===== src/rtl/thrac_pkg.sv =====
`timescale 1ns / 1ps

package thrac_pkg;

  localparam int unsigned SampleTicksDef   = 2000;
  localparam int unsigned BuzzHalfTicksDef = 500;
  localparam int unsigned SetpointStepDef  = 16;

  localparam int unsigned TempW   = 12;
  localparam int unsigned SavedW  = 16;
  localparam int unsigned KeyW    = 8;
  localparam int unsigned CfgIdxW = 3;

  localparam logic [KeyW-1:0] KeyUp    = 8'h26;
  localparam logic [KeyW-1:0] KeyDown  = 8'h28;
  localparam logic [KeyW-1:0] KeyEnter = 8'h0D;

  localparam logic [CfgIdxW-1:0] CfgActionMin     = 3'd0;
  localparam logic [CfgIdxW-1:0] CfgActionMax     = 3'd1;
  localparam logic [CfgIdxW-1:0] CfgActionDefault = 3'd2;
  localparam logic [CfgIdxW-1:0] CfgAlarmMin      = 3'd3;
  localparam logic [CfgIdxW-1:0] CfgAlarmMax      = 3'd4;
  localparam logic [CfgIdxW-1:0] CfgAlarmDefault  = 3'd5;

  localparam logic signed [TempW-1:0] ActionMinRst     = 12'sd0;
  localparam logic signed [TempW-1:0] ActionMaxRst     = 12'sd1600;
  localparam logic signed [TempW-1:0] ActionDefaultRst = 12'sd480;
  localparam logic signed [TempW-1:0] AlarmMinRst      = 12'sd0;
  localparam logic signed [TempW-1:0] AlarmMaxRst      = 12'sd1600;
  localparam logic signed [TempW-1:0] AlarmDefaultRst  = 12'sd640;

  typedef enum logic [1:0] {
    EvTick    = 2'd0,
    EvKey     = 2'd1,
    EvSample  = 2'd2,
    EvRestore = 2'd3
  } evt_e;

  typedef enum logic [1:0] {
    UiNormal   = 2'd0,
    UiSetAct   = 2'd1,
    UiSetAlarm = 2'd2
  } ui_mode_e;

  localparam logic [1:0] StoreNone   = 2'd0;
  localparam logic [1:0] StoreAction = 2'd1;
  localparam logic [1:0] StoreAlarm  = 2'd2;

  typedef struct packed {
    logic signed [TempW-1:0] action_min;
    logic signed [TempW-1:0] action_max;
    logic signed [TempW-1:0] action_default;
    logic signed [TempW-1:0] alarm_min;
    logic signed [TempW-1:0] alarm_max;
    logic signed [TempW-1:0] alarm_default;
  } cfg_t;

  typedef struct packed {
    evt_e                     kind;
    logic [KeyW-1:0]          key_code;
    logic signed [TempW-1:0]  temperature;
    logic signed [SavedW-1:0] saved_action;
    logic signed [SavedW-1:0] saved_alarm;
  } item_t;

  typedef struct packed {
    logic                    relay_on;
    logic                    alarm_active;
    logic                    buzzer_on;
    logic [1:0]              system_mode;
    logic                    display_update;
    logic signed [TempW-1:0] display_value;
    logic [1:0]              store_request;
    logic signed [TempW-1:0] store_value;
    logic                    sample_due;
  } result_t;

endpackage


===== src/rtl/thermostat_relay_alarm_controller.sv =====
`timescale 1ns / 1ps
// An item is registered in the input register and its result in the result register.
// Throughput is one item per cycle; the input register drains into the result register
// whenever the result register is empty or its result is transferred in the same cycle.
// Reset is asynchronous and returns all state and configuration registers to their
// default values at once; no item is held back after reset.
module thermostat_relay_alarm_controller import thrac_pkg::*; #(
  parameter int unsigned SAMPLE_TICKS    = SampleTicksDef,
  parameter int unsigned BUZZ_HALF_TICKS = BuzzHalfTicksDef,
  parameter int unsigned SETPOINT_STEP   = SetpointStepDef
) (
  input  logic               clk_i,
  input  logic               rst_ni,
  input  logic               cfg_we_i,
  input  logic [CfgIdxW-1:0] cfg_addr_i,
  input  logic [TempW-1:0]   cfg_wdata_i,
  input  logic               s_axis_tvalid,
  output logic               s_axis_tready,
  // key_code, temperature, saved_action, saved_alarm, zero fill
  input  logic [55:0]        s_axis_tdata,
  // event kind
  input  logic [1:0]         s_axis_tuser,
  output logic               m_axis_tvalid,
  input  logic               m_axis_tready,
  // relay_on, alarm_active, buzzer_on, system_mode, display_update, display_value,
  // store_request, store_value, sample_due, zero fill
  output logic [39:0]        m_axis_tdata
);

  cfg_t    cfg;
  item_t   item_q;
  logic    in_valid_q;
  logic    out_valid_q;
  logic    fire;
  result_t res;
  result_t res_q;

  assign fire          = in_valid_q && (!out_valid_q || m_axis_tready);
  assign s_axis_tready = !in_valid_q || fire;

  always_ff @(posedge clk_i or negedge rst_ni) begin
    if (!rst_ni) begin
      in_valid_q <= 1'b0;
    end else if (s_axis_tready) begin
      in_valid_q <= s_axis_tvalid;
    end
  end

  always_ff @(posedge clk_i) begin
    if (s_axis_tvalid && s_axis_tready) begin
      item_q.kind         <= evt_e'(s_axis_tuser);
      item_q.key_code     <= s_axis_tdata[7:0];
      item_q.temperature  <= s_axis_tdata[19:8];
      item_q.saved_action <= s_axis_tdata[35:20];
      item_q.saved_alarm  <= s_axis_tdata[51:36];
    end
  end

  thrac_cfg u_cfg (
    .clk_i       (clk_i),
    .rst_ni      (rst_ni),
    .cfg_we_i    (cfg_we_i),
    .cfg_addr_i  (cfg_addr_i),
    .cfg_wdata_i (cfg_wdata_i),
    .cfg_o       (cfg)
  );

  thrac_ctrl #(
    .SAMPLE_TICKS    (SAMPLE_TICKS),
    .BUZZ_HALF_TICKS (BUZZ_HALF_TICKS),
    .SETPOINT_STEP   (SETPOINT_STEP)
  ) u_ctrl (
    .clk_i  (clk_i),
    .rst_ni (rst_ni),
    .fire_i (fire),
    .item_i (item_q),
    .cfg_i  (cfg),
    .res_o  (res)
  );

  always_ff @(posedge clk_i or negedge rst_ni) begin
    if (!rst_ni) begin
      out_valid_q <= 1'b0;
    end else if (fire) begin
      out_valid_q <= 1'b1;
    end else if (m_axis_tready) begin
      out_valid_q <= 1'b0;
    end
  end

  always_ff @(posedge clk_i) begin
    if (fire) begin
      res_q <= res;
    end
  end

  assign m_axis_tvalid = out_valid_q;
  assign m_axis_tdata  = {7'd0, res_q.sample_due, res_q.store_value, res_q.store_request,
                          res_q.display_value, res_q.display_update, res_q.system_mode,
                          res_q.buzzer_on, res_q.alarm_active, res_q.relay_on};

`ifndef SYNTHESIS
  a_fire_fills_output: assert property (@(posedge clk_i) disable iff (!rst_ni)
    fire |=> out_valid_q)
    else $error("result register not filled after a transfer into it");

  a_store_with_display: assert property (@(posedge clk_i) disable iff (!rst_ni)
    out_valid_q && (res_q.store_request != StoreNone) |-> res_q.display_update)
    else $error("store request without display update");

  a_store_action_mode: assert property (@(posedge clk_i) disable iff (!rst_ni)
    out_valid_q && (res_q.store_request == StoreAction) |-> res_q.system_mode == UiSetAlarm)
    else $error("action store outside alarm setting mode");

  a_store_alarm_mode: assert property (@(posedge clk_i) disable iff (!rst_ni)
    out_valid_q && (res_q.store_request == StoreAlarm) |-> res_q.system_mode == UiNormal)
    else $error("alarm store outside normal mode");

  a_due_no_display: assert property (@(posedge clk_i) disable iff (!rst_ni)
    out_valid_q && res_q.sample_due |-> !res_q.display_update && !res_q.store_request[0]
      && !res_q.store_request[1])
    else $error("sample due on a non-tick result");
`endif

endmodule


===== src/rtl/thrac_cfg.sv =====
`timescale 1ns / 1ps

module thrac_cfg import thrac_pkg::*; (
  input  logic               clk_i,
  input  logic               rst_ni,
  input  logic               cfg_we_i,
  input  logic [CfgIdxW-1:0] cfg_addr_i,
  input  logic [TempW-1:0]   cfg_wdata_i,
  output cfg_t               cfg_o
);

  cfg_t cfg_q;

  always_ff @(posedge clk_i or negedge rst_ni) begin
    if (!rst_ni) begin
      cfg_q.action_min     <= ActionMinRst;
      cfg_q.action_max     <= ActionMaxRst;
      cfg_q.action_default <= ActionDefaultRst;
      cfg_q.alarm_min      <= AlarmMinRst;
      cfg_q.alarm_max      <= AlarmMaxRst;
      cfg_q.alarm_default  <= AlarmDefaultRst;
    end else if (cfg_we_i) begin
      case (cfg_addr_i)
        CfgActionMin:     cfg_q.action_min     <= cfg_wdata_i;
        CfgActionMax:     cfg_q.action_max     <= cfg_wdata_i;
        CfgActionDefault: cfg_q.action_default <= cfg_wdata_i;
        CfgAlarmMin:      cfg_q.alarm_min      <= cfg_wdata_i;
        CfgAlarmMax:      cfg_q.alarm_max      <= cfg_wdata_i;
        CfgAlarmDefault:  cfg_q.alarm_default  <= cfg_wdata_i;
        default: ;
      endcase
    end
  end

  assign cfg_o = cfg_q;

endmodule


===== src/rtl/thrac_ctrl.sv =====
`timescale 1ns / 1ps

module thrac_ctrl import thrac_pkg::*; #(
  parameter int unsigned SAMPLE_TICKS    = SampleTicksDef,
  parameter int unsigned BUZZ_HALF_TICKS = BuzzHalfTicksDef,
  parameter int unsigned SETPOINT_STEP   = SetpointStepDef
) (
  input  logic    clk_i,
  input  logic    rst_ni,
  input  logic    fire_i,
  input  item_t   item_i,
  input  cfg_t    cfg_i,
  output result_t res_o
);

  localparam int unsigned SW = $clog2(SAMPLE_TICKS + 1);
  localparam int unsigned BW = $clog2(2 * BUZZ_HALF_TICKS + 1);
  localparam int unsigned AW = TempW + 2;

  localparam logic [SW-1:0] SampleCnt = SW'(SAMPLE_TICKS);
  localparam logic [BW-1:0] HalfCnt   = BW'(BUZZ_HALF_TICKS);
  localparam logic [BW-1:0] FullCnt   = BW'(2 * BUZZ_HALF_TICKS);
  localparam logic signed [AW-1:0] Step = AW'(SETPOINT_STEP);

  logic signed [TempW-1:0] temp_q, temp_d;
  logic signed [TempW-1:0] act_q, act_d;
  logic signed [TempW-1:0] alm_q, alm_d;
  ui_mode_e                ui_q, ui_d;
  logic                    relay_q, relay_d;
  logic                    alflag_q, alflag_d;
  logic                    buz_q, buz_d;
  logic [SW-1:0]           st_q, st_d;
  logic [BW-1:0]           bt_q, bt_d;

  logic [SW-1:0]            st_inc;
  logic signed [AW-1:0]     act_up, act_dn, alm_up, alm_dn;
  logic signed [SavedW-1:0] sv_act, sv_alm;
  logic                     do_ctrl;
  result_t                  res;

  assign st_inc = st_q + SW'(1);
  assign act_up = AW'(act_q) + Step;
  assign act_dn = AW'(act_q) - Step;
  assign alm_up = AW'(alm_q) + Step;
  assign alm_dn = AW'(alm_q) - Step;
  assign sv_act = item_i.saved_action;
  assign sv_alm = item_i.saved_alarm;

  always_comb begin
    temp_d   = temp_q;
    act_d    = act_q;
    alm_d    = alm_q;
    ui_d     = ui_q;
    relay_d  = relay_q;
    alflag_d = alflag_q;
    buz_d    = buz_q;
    st_d     = st_q;
    bt_d     = bt_q;
    do_ctrl  = 1'b0;
    res      = '0;

    case (item_i.kind)
      EvTick: begin
        st_d = st_inc;
        if (st_inc >= SampleCnt) begin
          st_d           = '0;
          res.sample_due = 1'b1;
        end
        if (alflag_q) begin
          if (bt_q < HalfCnt) begin
            buz_d = 1'b1;
            bt_d  = bt_q + BW'(1);
          end else if (bt_q < FullCnt) begin
            buz_d = 1'b0;
            bt_d  = bt_q + BW'(1);
          end else begin
            bt_d = '0;
          end
        end else begin
          buz_d = 1'b0;
          bt_d  = '0;
        end
      end
      EvKey: begin
        if (item_i.key_code == KeyUp) begin
          case (ui_q)
            UiSetAct:   act_d = (act_up > AW'(cfg_i.action_max)) ? cfg_i.action_max
                                                                 : act_up[TempW-1:0];
            UiSetAlarm: alm_d = (alm_up > AW'(cfg_i.alarm_max)) ? cfg_i.alarm_max
                                                                : alm_up[TempW-1:0];
            default: ;
          endcase
        end else if (item_i.key_code == KeyDown) begin
          case (ui_q)
            UiSetAct:   act_d = (act_dn < AW'(cfg_i.action_min)) ? cfg_i.action_min
                                                                 : act_dn[TempW-1:0];
            UiSetAlarm: alm_d = (alm_dn < AW'(cfg_i.alarm_min)) ? cfg_i.alarm_min
                                                                : alm_dn[TempW-1:0];
            default: ;
          endcase
        end else if (item_i.key_code == KeyEnter) begin
          case (ui_q)
            UiNormal: ui_d = UiSetAct;
            UiSetAct: begin
              ui_d              = UiSetAlarm;
              res.store_request = StoreAction;
              res.store_value   = act_q;
            end
            UiSetAlarm: begin
              ui_d              = UiNormal;
              res.store_request = StoreAlarm;
              res.store_value   = alm_q;
              do_ctrl           = 1'b1;
            end
            default: ;
          endcase
        end
        res.display_update = 1'b1;
        case (ui_d)
          UiSetAct:   res.display_value = act_d;
          UiSetAlarm: res.display_value = alm_d;
          default:    res.display_value = temp_q;
        endcase
      end
      EvSample: begin
        temp_d = item_i.temperature;
        if (ui_q == UiNormal) begin
          res.display_update = 1'b1;
          res.display_value  = item_i.temperature;
          do_ctrl            = 1'b1;
        end
      end
      EvRestore: begin
        if (sv_act < SavedW'(cfg_i.action_min) || sv_act > SavedW'(cfg_i.action_max)) begin
          act_d = cfg_i.action_default;
        end else begin
          act_d = sv_act[TempW-1:0];
        end
        if (sv_alm < SavedW'(cfg_i.alarm_min) || sv_alm > SavedW'(cfg_i.alarm_max)) begin
          alm_d = cfg_i.alarm_default;
        end else begin
          alm_d = sv_alm[TempW-1:0];
        end
      end
      default: ;
    endcase

    if (do_ctrl) begin
      if (temp_d > act_d) begin
        relay_d = 1'b1;
      end else if (temp_d < act_d) begin
        relay_d = 1'b0;
      end
      alflag_d = (temp_d >= alm_d);
    end

    res.relay_on     = relay_d;
    res.alarm_active = alflag_d;
    res.buzzer_on    = buz_d;
    res.system_mode  = ui_d;
  end

  always_ff @(posedge clk_i or negedge rst_ni) begin
    if (!rst_ni) begin
      temp_q   <= '0;
      act_q    <= ActionDefaultRst;
      alm_q    <= AlarmDefaultRst;
      ui_q     <= UiNormal;
      relay_q  <= 1'b0;
      alflag_q <= 1'b0;
      buz_q    <= 1'b0;
      st_q     <= '0;
      bt_q     <= '0;
    end else if (fire_i) begin
      temp_q   <= temp_d;
      act_q    <= act_d;
      alm_q    <= alm_d;
      ui_q     <= ui_d;
      relay_q  <= relay_d;
      alflag_q <= alflag_d;
      buz_q    <= buz_d;
      st_q     <= st_d;
      bt_q     <= bt_d;
    end
  end

  assign res_o = res;

endmodule

===== config.mk =====
export PLATFORM = sky130hd
export DESIGN_NAME = thermostat_relay_alarm_controller
export DESIGN_NICKNAME = d
export VERILOG_FILES = /design/src/rtl/thrac_pkg.sv /design/src/rtl/thermostat_relay_alarm_controller.sv /design/src/rtl/thrac_cfg.sv /design/src/rtl/thrac_ctrl.sv
export SDC_FILE = /design/constraint.sdc
export NUM_CORES = 1
export LEC_CHECK = 0
export BUFFER_PORTS_ARGS = -buffer_cell sky130_fd_sc_hd__buf_2
export CORE_MARGIN = 5
export CORE_UTILIZATION = 33
export CTS_CLUSTER_SIZE = 20
export DETAILED_ROUTE_END_ITERATION = 10
export PLACE_DENSITY = 0.48
export SLEW_MARGIN = 20
export SYNTH_ARGS = -nofsm -noshare
export SYNTH_HDL_FRONTEND = slang
export SYNTH_HIERARCHICAL = 1
export SYNTH_SLANG_ARGS = --single-unit

===== constraint.sdc =====
create_clock -name clk_i -period 8.5 [get_ports clk_i]
set_clock_uncertainty 0.05 [all_clocks]
set_input_delay 0.85 -clock clk_i [delete_from_list [all_inputs] [get_ports clk_i]]
set_output_delay 0.85 -clock clk_i [all_outputs]
set_load 0.05 [all_outputs]

==> results.md <==
- Share of cells above drive strength 1: 19.4%
- DR vias: 11900
- Area share of the largest cell type after synthesis: 19.8%
- Relative slew margins: 25.1%
- IO Port Bufs: 108
- Startpoint types: flop
- Die width: 223 um
- Residual DRC: 0
- Final net count: 1776
- Top FF cell, synth: dfrtp_1
- Synth Register Bits: 223
- Core Box Area: 45100 um^2
- CP required: 8.78 ns
- Clk slew on worst S/H paths: 0.06 ns
- Sink Count: 223
- DR iter-0 viols: 841
- Largest net degree at the start of global routing: 82
- Max IR drop VDD: 0.162 mV
- Yosys top cell by area: dfrtp_1
- Slew @ Worst Pin: 1.12 ns
- Most frequent cells after synthesis: 151 x ha_1, 118 x dfrtp_1, 113 x nand2_1, 99 x mux2_2, 87 x edfxtp_1
- Post-synth EDFFs: 87
- Worst setup margin: 2.47 ns
- Post-route ant nets: 0
- First-pass GRT wire length: 72100 um
- GRT Resource Usage Total: 18.7%
- Setup violators final: 0
- Post-synthesis cell area: 14900 um^2
- Cell variety after synth: 85
- Fin. max-slew vios: 0
- Final Hold Vio Count: 0
- Finished Core Util: 37.4%
- Fin crit share: 70.9%
- Std-Cell Rows: 78
- Seq/Total Area, Yosys: 40.5%
- TritonCTS clock tree: built
- Hold Crit Class: input pin to async pin
- Maximum net fanout on the critical path: 16
- DP Wirelength: 35700 um
- Fin Hold WS: 0.265 ns
- Static Leak: 7.11 nW
- Crit Path Category: flop to flop
- Setup repair after global routing missed its margin: false
- Drt via density: 5.50
- Critical Path AT: 6.30 ns
- Post-CTS setup buffers: 0
- Critical path endpoint category: flop
- GP Congestion: 0.877
- Post-Synthesis Cells: 1462
- Pwr dens: 299 nW/um^2
- CTS Buffer Depth: 3
- H-tree levels: 1
- Setup TNS: 0 ns
- Die height: 223 um
- Post-synthesis area per instance: 10.2 um^2
- Clk_lat worst skew: 0.59 ns
- GRT overflow: 0
- Final worst path period need: 6.03 ns
- Post-CTS Hold Fix Bufs: 0
- Dominant cells by area after synthesis: dfrtp_1 20%, edfxtp_1 18%, ha_1 13%, mux2_2 7.5%, dfstp_2 3.2%
- Max cap viols: 0
- Number of antenna violations at the first check in global routing: 2
- Vias in the first global route: 11500
- Die area: 49600 um^2
- Layout area overhead: 13.1%
- Post-CTS sizing: 0
- Syn. warnings: 6
- Cts bufs inserted: 29
- Max Fclk: 166 MHz
- Count leader, synth: ha_1
- Clock Tree Root: clkbuf_16
- Outcome: complete, no violations
- Setup WS pre-CTS: 2.59 ns
- Antenna cell count: 0
- Starting Density: 33.1%
- Ys async rst share: 61.0%
- Routed WL: 47700 um
- Io pins: 120
- Wire per inst: 22.0 um
- DRT Pass-1 Iters: 5
-- cell type report --
type	count	area, um^2
clock buffers	40	777
clock inverters	14	108
fillers	4536	28200
inverters	86	323
multi-input cells	1086	8240
flip-flops and latches	223	6040
well taps	600	751
repair buffers	121	644
-- sequential cells by signal, indices dropped and copies added, names as in the netlist, 2 cells and up --
register       count
u_cfg/cfg_o       72
item_q            54
m_axis_tdata      33
u_ctrl/act_q      12
u_ctrl/alm_q      12
u_ctrl/temp_q     12
u_ctrl/st_q       11
u_ctrl/bt_q       10
u_ctrl/ui_q        2
-- power breakdown --
group / total [mW] / switching (mW) / internal [mW] / leakage, nW
Sequential: 1.62 / 0.265 / 1.35 / 2.50
Clock: 1.17 / 0.499 / 0.668 / 0.426
Combinational: 2.25 / 1.36 / 0.895 / 4.18
Total: 5.04 / 2.12 / 2.92 / 7.11
-- cell usage in the layout, fill, tap and decap left out, types with 24 or more instances in the layout --
cell | Yosys | layout
nand4_1 | 24 | 24
dfrtp_1 | 118 | 118
mux2i_1 | 28 | 28
nand2_1 | 113 | 113
nor2_1 | 84 | 84
nand3_1 | 40 | 40
inv_1 | 84 | 84
a21oi_1 | 62 | 62
a21o_1 | 28 | 28
buf_2 | 7 | 107
mux2_2 | 99 | 99
o21ai_0 | 78 | 78
clkbuf_16 | 0 | 29
edfxtp_1 | 87 | 87
ha_1 | 151 | 151
-- worst paths after layout --
kind,start,endpoint,slack (ns),cells past startpoint
worst max-delay path,u_ctrl/act_q[4]$_DFFE_PN0P_,m_axis_tdata[0]$_DFFE_PP_,2.47,24
worst min-delay path,rst_ni,u_cfg/cfg_o[34]$_DFFE_PN0P_,0.27,1
worst max register to register,u_ctrl/act_q[4]$_DFFE_PN0P_,m_axis_tdata[0]$_DFFE_PP_,2.47,24
worst min register to register,u_ctrl/st_q[8]$_DFFE_PN0P_,u_ctrl/st_q[8]$_DFFE_PN0P_,0.45,1
max in group asynchronous,rst_ni,in_valid_q$_DFFE_PN0P_,6.80,2
min in group clk_i,s_axis_tdata[39],item_q[3]$_DFFE_PP_,0.39,1
-- per-stage QoR --
stage,cells,cell area [um^2],power [mW]
floorplan,1468,14900,3.20
global placement,2116,16000,3.81
detailed placement,2116,16000,3.86
CTS,2170,16900,5.06
global route,2170,16900,5.40
finish,2170,16900,5.04
-- worst max-delay path, cell delays in order, from the launching register on --
cell       delay, ns
dfrtp_1         0.50
inv_1           0.19
ha_1            0.22
nand2b_1        0.11
or4_1           0.45
nand2_1         0.11
nand2b_1        0.08
ha_1            0.32
nand4_1         0.16
a2111oi_2       0.35
a21o_1          0.20
a22o_1          0.59
nand2_1         0.20
a2bb2oi_1       0.20
o21a_1          0.14
a221oi_1        0.42
ha_1            0.33
nor2b_1         0.13
o21ai_0         0.14
nand2b_1        0.07
a21oi_1         0.22
nor3_1          0.07
nor3_1          0.14
a31oi_1         0.15
o22a_1          0.22
-- logic make-up (layout without fill, tap and decap cells) --
family	Yosys count	after routing	share of synthesized area [%]
AO/OA/AOI/OAI	378	378	18.0
XOR/XNOR	26	26	1.53
adder cells (fa/ha/maj)	151	151	12.7
buffers and inverters	159	261	4.51
flip-flops	223	223	40.5
multiplexers	127	127	9.35
other	1	7	0.0251
AND/OR/NAND/NOR	397	397	13.5
-- routing by layer --
layer	global-route usage, %	routed length (um)	share of wire, %
met5	0	0	0
met2	29.3	21600	45
met3	2.88	2560	5.4
met1	26.8	22200	47
met4	5.20	1380	2.9
Note: power is estimated with default switching activity, not from simulation.
